===== src/lighting_schedule_engine_assert.svh =====
`ifndef LIGHTING_SCHEDULE_ENGINE_ASSERT_SVH
`define LIGHTING_SCHEDULE_ENGINE_ASSERT_SVH

// Checks a condition in the same cycle as its trigger.
`define LSE_ASSERT(label, ante, cons) \
    label: assert property (@(posedge aclk) disable iff (!aresetn) (ante) |-> (cons)) \
        else $error("lighting schedule engine assertion failed");

// Checks a condition in the cycle after its trigger.
`define LSE_ASSERT_NEXT(label, ante, cons) \
    label: assert property (@(posedge aclk) disable iff (!aresetn) (ante) |=> (cons)) \
        else $error("lighting schedule engine assertion failed");

`endif


===== src/lse_pkg.sv =====
package lse_pkg;

    localparam int CHANNELS               = 3;
    localparam int MAX_LEN                = 48;
    localparam int FIRST_CHANNEL_ENDPOINT = 11;
    localparam int MINUTES_PER_DAY        = 1440;

    localparam int MARKS     = MAX_LEN / 3;
    localparam int MEM_DEPTH = CHANNELS * MARKS;
    localparam int CH_W      = (CHANNELS > 1) ? $clog2(CHANNELS) : 1;
    localparam int MARK_W    = (MARKS > 1) ? $clog2(MARKS) : 1;
    localparam int MARKC_W   = $clog2(MARKS + 1);
    localparam int ADDR_W    = (MEM_DEPTH > 1) ? $clog2(MEM_DEPTH) : 1;
    localparam int MIN_W     = 11;

    localparam logic [1:0]  CMD_ATTR  = 2'd0;
    localparam logic [1:0]  CMD_SCHED = 2'd1;
    localparam logic [1:0]  CMD_TICK  = 2'd2;

    localparam logic [15:0] CLUSTER_MODE   = 16'hFF01;
    localparam logic [15:0] CLUSTER_LEVEL  = 16'h0008;
    localparam logic [15:0] ATTR_MODE      = 16'h0001;
    localparam logic [7:0]  MODE_ENDPOINT  = 8'd2;
    localparam logic [7:0]  MODE_SCHEDULED = 8'd1;
    localparam logic [7:0]  MODE_RESET     = 8'hFF;
    localparam logic [7:0]  LEN_RESET      = 8'((MAX_LEN < 36) ? MAX_LEN : 36);

    localparam logic [1:0]  LANE_LO  = 2'd0;
    localparam logic [1:0]  LANE_HI  = 2'd1;
    localparam logic [1:0]  LANE_LVL = 2'd2;

    typedef enum logic [2:0] {
        OP_MODE,
        OP_LEVEL,
        OP_LEN,
        OP_DATA,
        OP_TICK
    } op_t;

    typedef struct packed {
        op_t               op;
        logic [7:0]        endpoint;
        logic [7:0]        value;
        logic [CH_W-1:0]   ch;
        logic [MARK_W-1:0] mark;
        logic [1:0]        lane;
        logic [MIN_W-1:0]  minute;
    } job_t;

    typedef enum logic [1:0] {
        B_IDLE,
        B_START,
        B_SCAN,
        B_EMIT
    } bstate_t;

    // Exact floor(v / 3) for any 8-bit v.
    function automatic logic [7:0] div3(input logic [7:0] v);
        logic [16:0] p;
        p = 17'(v) * 17'd171;
        return p[16:9];
    endfunction

    function automatic logic [ADDR_W-1:0] mark_addr(input logic [CH_W-1:0] ch,
                                                    input logic [MARK_W-1:0] m);
        return ADDR_W'(int'(ch) * MARKS + int'(m));
    endfunction

endpackage


===== src/lse_front.sv =====
module lse_front (
    input  logic                aclk,
    input  logic                aresetn,
    input  logic                s_valid,
    output logic                s_ready,
    input  logic [1:0]          s_command,
    input  logic [7:0]          s_endpoint,
    input  logic [15:0]         s_cluster,
    input  logic [15:0]         s_attribute,
    input  logic [7:0]          s_value,
    input  logic [7:0]          s_byte_index,
    input  logic [10:0]         s_current_minute,
    output logic                q_valid,
    input  logic                q_ready,
    output lse_pkg::job_t       q_job
);
    import lse_pkg::*;

    job_t       job;
    logic       keep;
    logic [7:0] ep_off;
    logic       is_chan;
    logic [7:0] offs;
    logic [7:0] quo;
    logic [7:0] rem;
    logic       push;
    logic       pop;

    job_t       queue_reg [2];
    logic       wr_ptr_reg, wr_ptr_next;
    logic       rd_ptr_reg, rd_ptr_next;
    logic [1:0] cnt_reg, cnt_next;

    always_comb begin
        ep_off  = s_endpoint - 8'(FIRST_CHANNEL_ENDPOINT);
        is_chan = (s_endpoint >= 8'(FIRST_CHANNEL_ENDPOINT)) && (ep_off < 8'(CHANNELS));
        offs    = s_byte_index - 8'd1;
        quo     = div3(offs);
        rem     = offs - quo - {quo[6:0], 1'b0};

        keep         = 1'b0;
        job.op       = OP_TICK;
        job.endpoint = s_endpoint;
        job.value    = s_value;
        job.ch       = ep_off[CH_W-1:0];
        job.mark     = quo[MARK_W-1:0];
        job.lane     = rem[1:0];
        job.minute   = (s_current_minute >= 11'(MINUTES_PER_DAY)) ?
                       s_current_minute - 11'(MINUTES_PER_DAY) : s_current_minute;

        unique case (s_command)
            CMD_ATTR: begin
                if (s_cluster == CLUSTER_MODE && s_endpoint == MODE_ENDPOINT &&
                    s_attribute == ATTR_MODE) begin
                    job.op = OP_MODE;
                    keep   = 1'b1;
                end else if (s_cluster == CLUSTER_LEVEL && s_endpoint > MODE_ENDPOINT) begin
                    job.op = OP_LEVEL;
                    keep   = 1'b1;
                end
            end
            CMD_SCHED: begin
                if (is_chan) begin
                    if (s_byte_index == 8'd0) begin
                        job.op    = OP_LEN;
                        job.value = (s_value > 8'(MAX_LEN)) ? 8'(MAX_LEN) : s_value;
                        keep      = 1'b1;
                    end else if (s_byte_index <= 8'(MAX_LEN) && quo < 8'(MARKS)) begin
                        job.op = OP_DATA;
                        keep   = 1'b1;
                    end
                end
            end
            CMD_TICK: begin
                job.op = OP_TICK;
                keep   = 1'b1;
            end
            default: begin
                keep = 1'b0;
            end
        endcase
    end

    assign s_ready = (cnt_reg != 2'd2);
    assign q_valid = (cnt_reg != 2'd0);
    assign q_job   = queue_reg[rd_ptr_reg];
    assign push    = s_valid && s_ready && keep;
    assign pop     = q_valid && q_ready;

    always_comb begin
        wr_ptr_next = push ? ~wr_ptr_reg : wr_ptr_reg;
        rd_ptr_next = pop ? ~rd_ptr_reg : rd_ptr_reg;
        unique case ({push, pop})
            2'b10:   cnt_next = cnt_reg + 2'd1;
            2'b01:   cnt_next = cnt_reg - 2'd1;
            default: cnt_next = cnt_reg;
        endcase
    end

    always_ff @(posedge aclk) begin
        if (!aresetn) begin
            wr_ptr_reg <= 1'b0;
            rd_ptr_reg <= 1'b0;
            cnt_reg    <= 2'd0;
        end else begin
            wr_ptr_reg <= wr_ptr_next;
            rd_ptr_reg <= rd_ptr_next;
            cnt_reg    <= cnt_next;
        end
    end

    always_ff @(posedge aclk) begin
        if (push) begin
            queue_reg[wr_ptr_reg] <= job;
        end
    end

endmodule


===== src/lse_back.sv =====
`include "lighting_schedule_engine_assert.svh"

module lse_back (
    input  logic          aclk,
    input  logic          aresetn,
    input  logic          q_valid,
    output logic          q_ready,
    input  lse_pkg::job_t q_job,
    output logic          m_valid,
    input  logic          m_ready,
    output logic [7:0]    m_channel_endpoint,
    output logic [7:0]    m_level,
    output logic          m_apply,
    output logic          m_last
);
    import lse_pkg::*;

    bstate_t            state_reg, state_next;
    logic [7:0]         mode_reg, mode_next;
    logic [7:0]         len_reg [CHANNELS];
    logic               len_we;
    logic [CH_W-1:0]    ch_reg, ch_next;
    logic [MIN_W-1:0]   minute_reg, minute_next;
    logic [MARKC_W-1:0] marks_reg, marks_next;
    logic [MARKC_W-1:0] issue_reg, issue_next;
    logic               rd_pend_reg;
    logic               found_reg, found_next;
    logic [MIN_W-1:0]   best_reg, best_next;
    logic [7:0]         lvl_reg, lvl_next;

    logic [7:0]         lo_mem  [MEM_DEPTH];
    logic [7:0]         hi_mem  [MEM_DEPTH];
    logic [7:0]         lvl_mem [MEM_DEPTH];
    logic [MEM_DEPTH-1:0] vld_lo_reg, vld_hi_reg, vld_lvl_reg;
    logic [7:0]         rd_lo_reg, rd_hi_reg, rd_lvl_reg;
    logic               rd_vlo_reg, rd_vhi_reg, rd_vlvl_reg;

    logic               wr_en;
    logic               rd_en;
    logic [ADDR_W-1:0]  wr_addr;
    logic [ADDR_W-1:0]  rd_addr;

    logic [15:0]        mark_minute;
    logic [7:0]         mark_level;
    logic               mark_ok;
    logic [MIN_W-1:0]   mark_t;
    logic [MIN_W-1:0]   gap;

    logic               out_free;
    logic               load;
    logic               m_valid_reg;
    logic [7:0]         ep_reg, ep_next;
    logic [7:0]         level_reg, level_next;
    logic               apply_reg, apply_next;
    logic               last_reg, last_next;

    assign out_free = !m_valid_reg || m_ready;
    assign wr_addr  = mark_addr(q_job.ch, q_job.mark);
    assign rd_addr  = mark_addr(ch_reg, issue_reg[MARK_W-1:0]);

    // A never-written byte reads as zero, matching the cleared schedule.
    assign mark_minute = {rd_vhi_reg ? rd_hi_reg : 8'd0, rd_vlo_reg ? rd_lo_reg : 8'd0};
    assign mark_level  = rd_vlvl_reg ? rd_lvl_reg : 8'd0;
    assign mark_ok     = mark_minute < 16'(MINUTES_PER_DAY);
    assign mark_t      = mark_minute[MIN_W-1:0];
    assign gap         = (minute_reg >= mark_t) ? minute_reg - mark_t :
                         minute_reg + 11'(MINUTES_PER_DAY) - mark_t;

    always_comb begin
        state_next  = state_reg;
        mode_next   = mode_reg;
        len_we      = 1'b0;
        ch_next     = ch_reg;
        minute_next = minute_reg;
        marks_next  = marks_reg;
        issue_next  = issue_reg;
        found_next  = found_reg;
        best_next   = best_reg;
        lvl_next    = lvl_reg;
        q_ready     = 1'b0;
        wr_en       = 1'b0;
        rd_en       = 1'b0;
        load        = 1'b0;
        ep_next     = ep_reg;
        level_next  = level_reg;
        apply_next  = apply_reg;
        last_next   = last_reg;

        unique case (state_reg)
            B_IDLE: begin
                q_ready = out_free;
                if (q_valid && out_free) begin
                    unique case (q_job.op)
                        OP_MODE: mode_next = q_job.value;
                        OP_LEVEL: begin
                            load       = 1'b1;
                            ep_next    = q_job.endpoint;
                            level_next = q_job.value;
                            apply_next = 1'b1;
                            last_next  = 1'b1;
                        end
                        OP_LEN:  len_we = 1'b1;
                        OP_DATA: wr_en  = 1'b1;
                        OP_TICK: begin
                            if (mode_reg == MODE_SCHEDULED) begin
                                minute_next = q_job.minute;
                                ch_next     = '0;
                                state_next  = B_START;
                            end
                        end
                        default: state_next = B_IDLE;
                    endcase
                end
            end
            B_START: begin
                marks_next = MARKC_W'(div3(len_reg[ch_reg]));
                issue_next = '0;
                found_next = 1'b0;
                best_next  = '0;
                lvl_next   = 8'd0;
                state_next = B_SCAN;
            end
            B_SCAN: begin
                if (issue_reg < marks_reg) begin
                    rd_en      = 1'b1;
                    issue_next = issue_reg + MARKC_W'(1);
                end
                if (rd_pend_reg && mark_ok && (!found_reg || gap < best_reg)) begin
                    found_next = 1'b1;
                    best_next  = gap;
                    lvl_next   = mark_level;
                end
                if (issue_reg >= marks_reg && !rd_pend_reg) begin
                    state_next = B_EMIT;
                end
            end
            B_EMIT: begin
                if (out_free) begin
                    load       = 1'b1;
                    ep_next    = 8'(FIRST_CHANNEL_ENDPOINT) + 8'(ch_reg);
                    level_next = found_reg ? lvl_reg : 8'd0;
                    apply_next = found_reg;
                    last_next  = (ch_reg == CH_W'(CHANNELS - 1));
                    if (ch_reg == CH_W'(CHANNELS - 1)) begin
                        state_next = B_IDLE;
                    end else begin
                        ch_next    = ch_reg + CH_W'(1);
                        state_next = B_START;
                    end
                end
            end
            default: state_next = B_IDLE;
        endcase
    end

    always_ff @(posedge aclk) begin
        if (!aresetn) begin
            state_reg   <= B_IDLE;
            mode_reg    <= MODE_RESET;
            rd_pend_reg <= 1'b0;
            m_valid_reg <= 1'b0;
            for (int c = 0; c < CHANNELS; c++) begin
                len_reg[c] <= LEN_RESET;
            end
        end else begin
            state_reg   <= state_next;
            mode_reg    <= mode_next;
            rd_pend_reg <= rd_en;
            if (len_we) begin
                len_reg[q_job.ch] <= q_job.value;
            end
            if (load) begin
                m_valid_reg <= 1'b1;
            end else if (m_ready) begin
                m_valid_reg <= 1'b0;
            end
        end
    end

    always_ff @(posedge aclk) begin
        ch_reg     <= ch_next;
        minute_reg <= minute_next;
        marks_reg  <= marks_next;
        issue_reg  <= issue_next;
        found_reg  <= found_next;
        best_reg   <= best_next;
        lvl_reg    <= lvl_next;
        ep_reg     <= ep_next;
        level_reg  <= level_next;
        apply_reg  <= apply_next;
        last_reg   <= last_next;
    end

    always_ff @(posedge aclk) begin
        if (!aresetn) begin
            vld_lo_reg  <= '0;
            vld_hi_reg  <= '0;
            vld_lvl_reg <= '0;
        end else if (wr_en) begin
            if (q_job.lane == LANE_LO) begin
                vld_lo_reg[wr_addr] <= 1'b1;
            end
            if (q_job.lane == LANE_HI) begin
                vld_hi_reg[wr_addr] <= 1'b1;
            end
            if (q_job.lane == LANE_LVL) begin
                vld_lvl_reg[wr_addr] <= 1'b1;
            end
        end
    end

    always_ff @(posedge aclk) begin
        if (wr_en && q_job.lane == LANE_LO) begin
            lo_mem[wr_addr] <= q_job.value;
        end
        if (wr_en && q_job.lane == LANE_HI) begin
            hi_mem[wr_addr] <= q_job.value;
        end
        if (wr_en && q_job.lane == LANE_LVL) begin
            lvl_mem[wr_addr] <= q_job.value;
        end
        if (rd_en) begin
            rd_lo_reg   <= lo_mem[rd_addr];
            rd_hi_reg   <= hi_mem[rd_addr];
            rd_lvl_reg  <= lvl_mem[rd_addr];
            rd_vlo_reg  <= vld_lo_reg[rd_addr];
            rd_vhi_reg  <= vld_hi_reg[rd_addr];
            rd_vlvl_reg <= vld_lvl_reg[rd_addr];
        end
    end

    assign m_valid            = m_valid_reg;
    assign m_channel_endpoint = ep_reg;
    assign m_level            = level_reg;
    assign m_apply            = apply_reg;
    assign m_last             = last_reg;

    `LSE_ASSERT(a_pop_only_idle, q_ready, state_reg == B_IDLE)
    `LSE_ASSERT(a_issue_bound, state_reg == B_SCAN, issue_reg <= marks_reg)
    `LSE_ASSERT_NEXT(a_read_in_scan, rd_en, state_reg == B_SCAN && rd_pend_reg)

endmodule


===== src/lighting_schedule_engine.sv =====
// Lighting schedule engine: keeps an operating mode and one schedule of time marks per light
// channel, and answers level requests and minute ticks with light level items. Incoming items
// are classified at the input and parked in a two-entry queue; attribute and schedule items
// are then carried out by the back end in its idle state. A minute tick in scheduled mode
// holds the back end through a start, scan and emit step for each channel in turn, the emit
// step waiting while the output register is stalled; the scan reads the mark store, which
// has one read port and delivers one mark per cycle. Level results and the per channel tick
// results go through a single output register.
module lighting_schedule_engine (
    input  logic        aclk,
    input  logic        aresetn,
    input  logic        s_valid,
    output logic        s_ready,
    input  logic [1:0]  s_command,
    input  logic [7:0]  s_endpoint,
    input  logic [15:0] s_cluster,
    input  logic [15:0] s_attribute,
    input  logic [7:0]  s_value,
    input  logic [7:0]  s_byte_index,
    input  logic [10:0] s_current_minute,
    output logic        m_valid,
    input  logic        m_ready,
    output logic [7:0]  m_channel_endpoint,
    output logic [7:0]  m_level,
    output logic        m_apply,
    output logic        m_last
);
    import lse_pkg::*;

    logic q_valid;
    logic q_ready;
    job_t q_job;

    lse_front u_front (
        .aclk             (aclk),
        .aresetn          (aresetn),
        .s_valid          (s_valid),
        .s_ready          (s_ready),
        .s_command        (s_command),
        .s_endpoint       (s_endpoint),
        .s_cluster        (s_cluster),
        .s_attribute      (s_attribute),
        .s_value          (s_value),
        .s_byte_index     (s_byte_index),
        .s_current_minute (s_current_minute),
        .q_valid          (q_valid),
        .q_ready          (q_ready),
        .q_job            (q_job)
    );

    lse_back u_back (
        .aclk               (aclk),
        .aresetn            (aresetn),
        .q_valid            (q_valid),
        .q_ready            (q_ready),
        .q_job              (q_job),
        .m_valid            (m_valid),
        .m_ready            (m_ready),
        .m_channel_endpoint (m_channel_endpoint),
        .m_level            (m_level),
        .m_apply            (m_apply),
        .m_last             (m_last)
    );

endmodule


===== config.mk =====
export PLATFORM = sky130hd
export DESIGN_NAME = lighting_schedule_engine
export DESIGN_NICKNAME = d
export VERILOG_FILES = /design/src/lse_pkg.sv /design/src/lse_front.sv /design/src/lse_back.sv /design/src/lighting_schedule_engine.sv
export VERILOG_INCLUDE_DIRS = /design/src /design/src/src
export SDC_FILE = /design/constraint.sdc
export NUM_CORES = 2
export LEC_CHECK = 0
export ABC_AREA = 1
export BUFFER_PORTS_ARGS = -buffer_cell sky130_fd_sc_hd__buf_2
export CAP_MARGIN = 20
export CORE_ASPECT_RATIO = 0.5
export CORE_UTILIZATION = 38
export DETAILED_ROUTE_END_ITERATION = 8
export SLEW_MARGIN = 40
export SYNTH_ARGS = -nofsm -noshare
export SYNTH_HDL_FRONTEND = slang
export SYNTH_SLANG_ARGS = --single-unit

===== constraint.sdc =====
create_clock -name aclk -period 5.47 [get_ports aclk]
set_input_delay 0.2735 -clock aclk [delete_from_list [all_inputs] [get_ports aclk]]
set_output_delay 0.2735 -clock aclk [all_outputs]
set_load 0.01 [all_outputs]

==> After elaboration in Yosys (flattened, before gate mapping) <==
Memories as Yosys holds them, arrays and structs flattened. A register that Yosys moved wholly into a read port is not among the register bits.
Cells that the tools add are included.
{ "op_classes": {"n_addsub": 15, "n_mul": 2, "div_mod_pow": 0, "order_cmp": 15, "eq_ne": 31, "shift": 0, "muxes": 99, "bitwise_logic": 5, "reduce_logical": 43} }
{ "op_table": {"columns": ["cell", "n"], "rows": [
  ["$or A48 B48 Y48", 3],
  ["$mux W8", 16],
  ["$pmux W8 S2", 3],
  ["$mux W1", 44],
  ["$mux W11", 3],
  ["$mux W2", 11],
  ["$pmux W11 S2", 1],
  ["$sub A11 B11 Y11", 2],
  ["$bmux W1 S6", 3],
  ["$eq A16 B1 Y1 const B", 1],
  ["$eq A16 B16 Y1 const B", 1],
  ["$eq A16 B4 Y1 const B", 1],
  ["$logic_and A1 B1 Y1", 16],
  ["$lt A16 B11 Y1 const B", 1],
  ["$mul A8 B8 Y16 const B", 1],
  ["$mux W3", 5],
  ["$lt A6 B7 Y1 const B", 2],
  ["$mul A8 B8 Y14 const B", 1],
  ["$add A6 B4 Y6", 2],
  ["$eq A2 B2 Y1 const B", 6],
  ["$ne A2 B1 Y1 const B", 6],
  ["$pmux W2 S2", 3],
  ["$add A11 B11 Y11 const B", 1],
  ["$ge A11 B11 Y1", 1],
  ["48 further kinds", 76]
]} }
{ "totals": {"reg_bits": 224, "latchBits": 0, "mem_bits_rw": 1252, "rom_bits": 0, "in_bits": 73, "elab_cells": 239, "n_memories": 5} }
{ "mem_list": {"columns": ["memory", "words", "word_bits", "read_ports", "rd_clocked_by_memory_dff", "write_ports", "line_no", "rtl"], "rows": [
  ["u_back.hi_mem", 48, 8, 1, 1, 1, "lse_back.sv:32", "logic [7:0] hi_mem [MEM_DEPTH];"],
  ["u_back.lo_mem", 48, 8, 1, 1, 1, "lse_back.sv:31", "logic [7:0] lo_mem [MEM_DEPTH];"],
  ["u_back.lvl_mem", 48, 8, 1, 1, 1, "lse_back.sv:33", "logic [7:0] lvl_mem [MEM_DEPTH];"],
  ["u_front.queue_reg", 2, 38, 1, 1, 1, "lse_front.sv:29", "job_t queue_reg [2];"],
  ["u_back.len_reg", 3, 8, 1, 1, 3, "lse_back.sv:20", "logic [7:0] len_reg [CHANNELS];"]
]} }

==> Longest topological paths before layout <==
{ "depth": {"word_depth": 11, "mapped_depth": 30, "ltp_nobuf": 30} }

==> Cells and area by module <==
From an unflattened synthesis, not the netlist that was laid out.
{ "hier_totals": {"cells_unflattened": 5923, "hier_area_um2": 65475.3} }
{ "by_module_without_submodules": {"columns": ["mod", "instances", "cells_each", "area_each_um2"], "rows": [
  ["lse_back", 1, 5440, 60410.4],
  ["lse_front", 1, 483, 5064.9]
]} }

==> Worst setup path before layout <==
OpenSTA, ideal clock, no wires.
{ "synth_timing": {"path_kind": "input port to flip-flop", "from": "in s_byte_index[0]", "to": "mem u_front.queue_reg[0][0] (netlist name) (enable)", "setup_ns": 0.433, "arrival_ns": 5.556, "required_time_ns": 5.037, "path_slack_ns": -0.519, "path_stages": 25, "n_path_buf": 0, "cell_sequence": "inv_1 > ha_1 > nand2_1 > or2_2 > nor2_1 > xor2_1 > inv_1 > ha_1 > inv_1 > fa_1 > fa_1 > inv_1 > ha_1 > nand2_1 > inv_1 > nand3_1 > nor2_1 > nand2_1 > nand4_1 > nand2_1 > nor2_1 > nand2_1 > nand3_1 > nand2_1 > nor2_1"} }
{ "synth_between": {"elab_chain_cells": 11} }
{ "synth_lines": {"columns": ["element", "line_no", "rtl"], "rows": [
  ["start: declaration", "lighting_schedule_engine.sv:19", "input logic [7:0] s_byte_index,"],
  ["$sub A8 B1 Y8", "lse_front.sv:37", "offs = s_byte_index - 8'd1;"],
  ["$mul A8 B8 Y16", "lse_pkg.sv:60", "p = 17'(v) * 17'd171;"],
  ["$lt A7 B5 Y1", "lse_front.sv:68", "end else if (s_byte_index <= 8'(MAX_LEN) && quo < 8'(MARKS)) begin"],
  ["$logic_and A1 B1 Y1", "lse_front.sv:68", null],
  ["$mux W1", "lse_front.sv:68", null],
  ["$mux W1 *", "lse_front.sv:64", "if (s_byte_index == 8'd0) begin"],
  ["$mux W1 *", "lse_front.sv:63", "if (is_chan) begin"],
  ["$pmux W1 S3 *", "lse_front.sv:51", "unique case (s_command)"],
  ["$logic_and A1 B1 Y1 *", "lse_front.sv:87", "assign push = s_valid && s_ready && keep;"],
  ["$mux W1 *", "lse_front.sv:113", "if (push) begin"],
  ["$mux W1 (implied by the code) *", "lse_front.sv:114", "queue_reg[wr_ptr_reg] <= job;"],
  ["end: declaration", "lse_front.sv:29", null]
]} }
Every way passes the cells marked *; elsewhere a longest branch is shown, timed or not.

==> Worst setup path in the final report <==
{ "layout_timing": {"from": "in s_byte_index[0]", "to": "mem u_front.queue_reg[0][15] (netlist name) (enable)"} }
Same word-level chain as after synthesis.

==> results_dict.tcl <==
set metrics [dict create \
    core-area_um2 168000 \
    n_antenna_cell 0 \
    min_path_type "in2reg" \
    ys_seq_area_frac 0.680 \
    cts_tree "built" \
    synth-edff-count 1348 \
    pwr-share-clk 0.273 \
    grt_max_degree 166 \
    yosysTopAreaCell "edfxtp_1" \
    area_growth_pct 13.6 \
    criticalPathCategory "in2reg" \
    ioPinCount 93 \
    path_clk_slew_ps 60 \
    cp-start-kind "primary input" \
    synth_top_area_share 0.630 \
    setup_slack_ps 409 \
    grt_overflow 0 \
    cts_made_buffers 144 \
    synth_fp_nets 5772 \
    cellInternalPower_uw 23100 \
    vdd_drop_max_mv 0.545 \
    timing.final.crit_share 0.925 \
    total_leakage_power_uw 0.0250 \
    critPathArrivalTime_ps 5540 \
    ant_nets 0 \
    final_nets 5902 \
    p_sw_uw 13200 \
    placed_cells 7759 \
    start_util 0.384 \
    fill_cells 15200 \
    maxClockFrequency_mhz 198 \
    cp.required_ps 5950 \
    reg2reg_slack_ps 880 \
    synth-xor-area-share 0.00504 \
    die_w_um 584 \
    synthMuxAreaShare 0.00109 \
    switching_share 0.363 \
    clk_latency_ps 790 \
    drv_slew 0 \
    power_frac_seq 0.390 \
    drt_pass1_iterations 9 \
    layout.cells.non_filler 8058 \
    worst_pin_slew_ps 874 \
    critPathMaxFanout 9 \
    synth_adder_area_share 0.0342 \
    vias 44300 \
    cts_buffer_depth 3 \
    wl_per_cell_um 22.8 \
    setup_violations 0 \
    share_comb_of_total_power 0.337 \
    synth_area_leaders "edfxtp_1 (63%), nor2_1 (7.0%), o21ai_0 (5.4%), dfxtp_1 (5.1%), nand2_1 (2.6%)" \
    slew_headroom 0.417 \
    routabilityCongestion 0.859 \
    mostFrequentLayoutCell "edfxtp_1" \
    die_h_um 293 \
    grt_util_all_layers 0.212 \
    end_kind "register" \
    power.density_nw_per_um2 497 \
    drt-initial-drc-count 5428 \
    fin_skew_ps 35.3 \
    synthCells 5542 \
    fin_tns_setup_ps 0 \
    synth_top_family_by_area "simple AND/OR/NAND/NOR gates" \
    synth_compound_area_frac 0.108 \
    clockRootBuffer "clkbuf_16" \
    hold_violations 0 \
    top_regs "u_back.hi_mem (384), u_back.lo_mem (384), u_back.lvl_mem (384)" \
    viasPerCell 5.50 \
    routed_wl_um 184000 \
    yosys.area_share.simple 0.132 \
    grt_pass1_vias 42600 \
    fp-row-count 106 \
    ys_ff_latch 1511 \
    avgSynthCellArea_um2 11.6 \
    grt_pass1_wl_um 273000 \
    layout-drive-gt1-share 0.118 \
    synth_cell_types 53 \
    dp_hpwl_um 115000 \
    rsz0062_at_grt "no" \
    pre_cts_slack_ps 89.5 \
    syn_area_um2 64300 \
    min_period_ps 5060 \
    route.detailed.drc 0 \
    status "complete, no violations" \
    maxCapViolCount 0 \
    most-common-layout-cells "edfxtp_1 (1,348), nor2_1 (1,193), o21ai_0 (698)" \
    ctsHtreeMaxLevel 4 \
    antenna_found_initial 6 \
    synthArstFlopShare 0 \
    die_area_um2 171000 \
    synth_warnings 0 \
    port_buffers 92 \
    clock-sinks 1511 \
    ys.flop_type "edfxtp_1" \
]
[cell families (layout without fill, tap and decap cells)]
group                    Yosys count  in the layout
AND/OR/NAND/NOR                 1988           1988
flip-flops                      1511           1511
AO/OA/AOI/OAI                   1193           1193
buffers and inverters            649            897
adder cells (fa/ha/maj)          157            157
XOR/XNOR                          37             37
multiplexers                       7              7
[cells in the mapped netlist, drive strengths merged, types with 3 or more instances]
cell type	number
a21o	9
a21oi	75
a31oi	21
a32oi	3
and2	6
buf	70
clkbuf	252
dfxtp	163
edfxtp	1348
fa	31
ha	126
inv	326
mux2i	7
nand2	440
nand3	157
nand4	55
nor2	1283
nor3	14
nor4	5
o2111ai	3
o211ai	28
o21ai	714
o21bai	3
o221ai	138
o22ai	189
or2	23
xnor2	12
xor2	25
[metrics by stage]
step	instance area, um^2	util	total power, uW	hold slack, ps
2_1_floorplan	64300	-	22200	372
3_3_place_gp	67900	0.405	26100	444
3_5_place_dp	68000	0.406	26500	454
4_1_cts	73000	0.436	36300	1.15
5_1_grt	73000	0.436	38100	16.9
6_report	73000	0.436	36300	61.4
[repair_timing]
item	4_1_cts	5_1_grt
hold endpoints to repair	63	0
setup buffers	0	0
setup endpoints to repair	0	77
resized for setup	0	4
hold buffers	34	0
[path summary, 6_finish.rpt]
kind | from | endpoint | depth (start not counted)
setup / recovery | s_byte_index[0] | u_front.queue_reg[0][15] | 28
hold / removal | s_current_minute[8] | u_front.queue_reg[1][8] | 3
setup reg to reg | register | u_back.marks_reg[2] | 18
hold reg to reg | u_back.vld_hi_reg[14] | u_back.vld_hi_reg[14] | 2
[layout make-up]
type / instances / area, um^2 / area share
clock inverters: 66 / 547 / 0.00749
multi-input cells: 3382 / 18100 / 0.247
inverters: 327 / 1290 / 0.0176
repair buffers: 306 / 2470 / 0.0338
flip-flops and latches: 1511 / 43700 / 0.599
well taps: 2268 / 2840 / 0.0389
clock buffers: 198 / 4090 / 0.0560
[power by group through the flow]
stage               Combinational [uW]  Sequential, uW  Clock (uW)
global placement                 11700           14400           0
global route                     13400           14200       10500
detailed placement               12000           14400           0
floorplan                         7760           14400           0
CTS                              12100           14200       10000
finish                           12200           14200        9910
[metal layers]
layer	wire [um]	vias up	GRT usage
met5	13	-	0
met4	5890	2	0.0766
met3	16800	324	0.0385
met2	82700	1982	0.330
met1	78400	22000	0.297
li1	-	20000	-
[worst max-delay path: stages]
cell and delay, ps:
dlygate4sd3_1 530, buf_2 160, inv_2 100, nand2_1 70, or2_1 210, or2_1 270, nor3_2 140, xor2_1 280
inv_1 140, ha_1 320, ha_1 190, ha_1 220, fa_1 480, ha_1 360, nand2_1 90, nor2_1 140
and3_1 160, nand2_1 70, nand3_1 80, nand2_1 50, nor2_1 100, nand2_1 160, buf_12 190, nand3_2 90
nand2_1 90, buf_4 150, nor2_4 190, buf_12 190
Note: power is estimated with default switching activity, not from simulation.
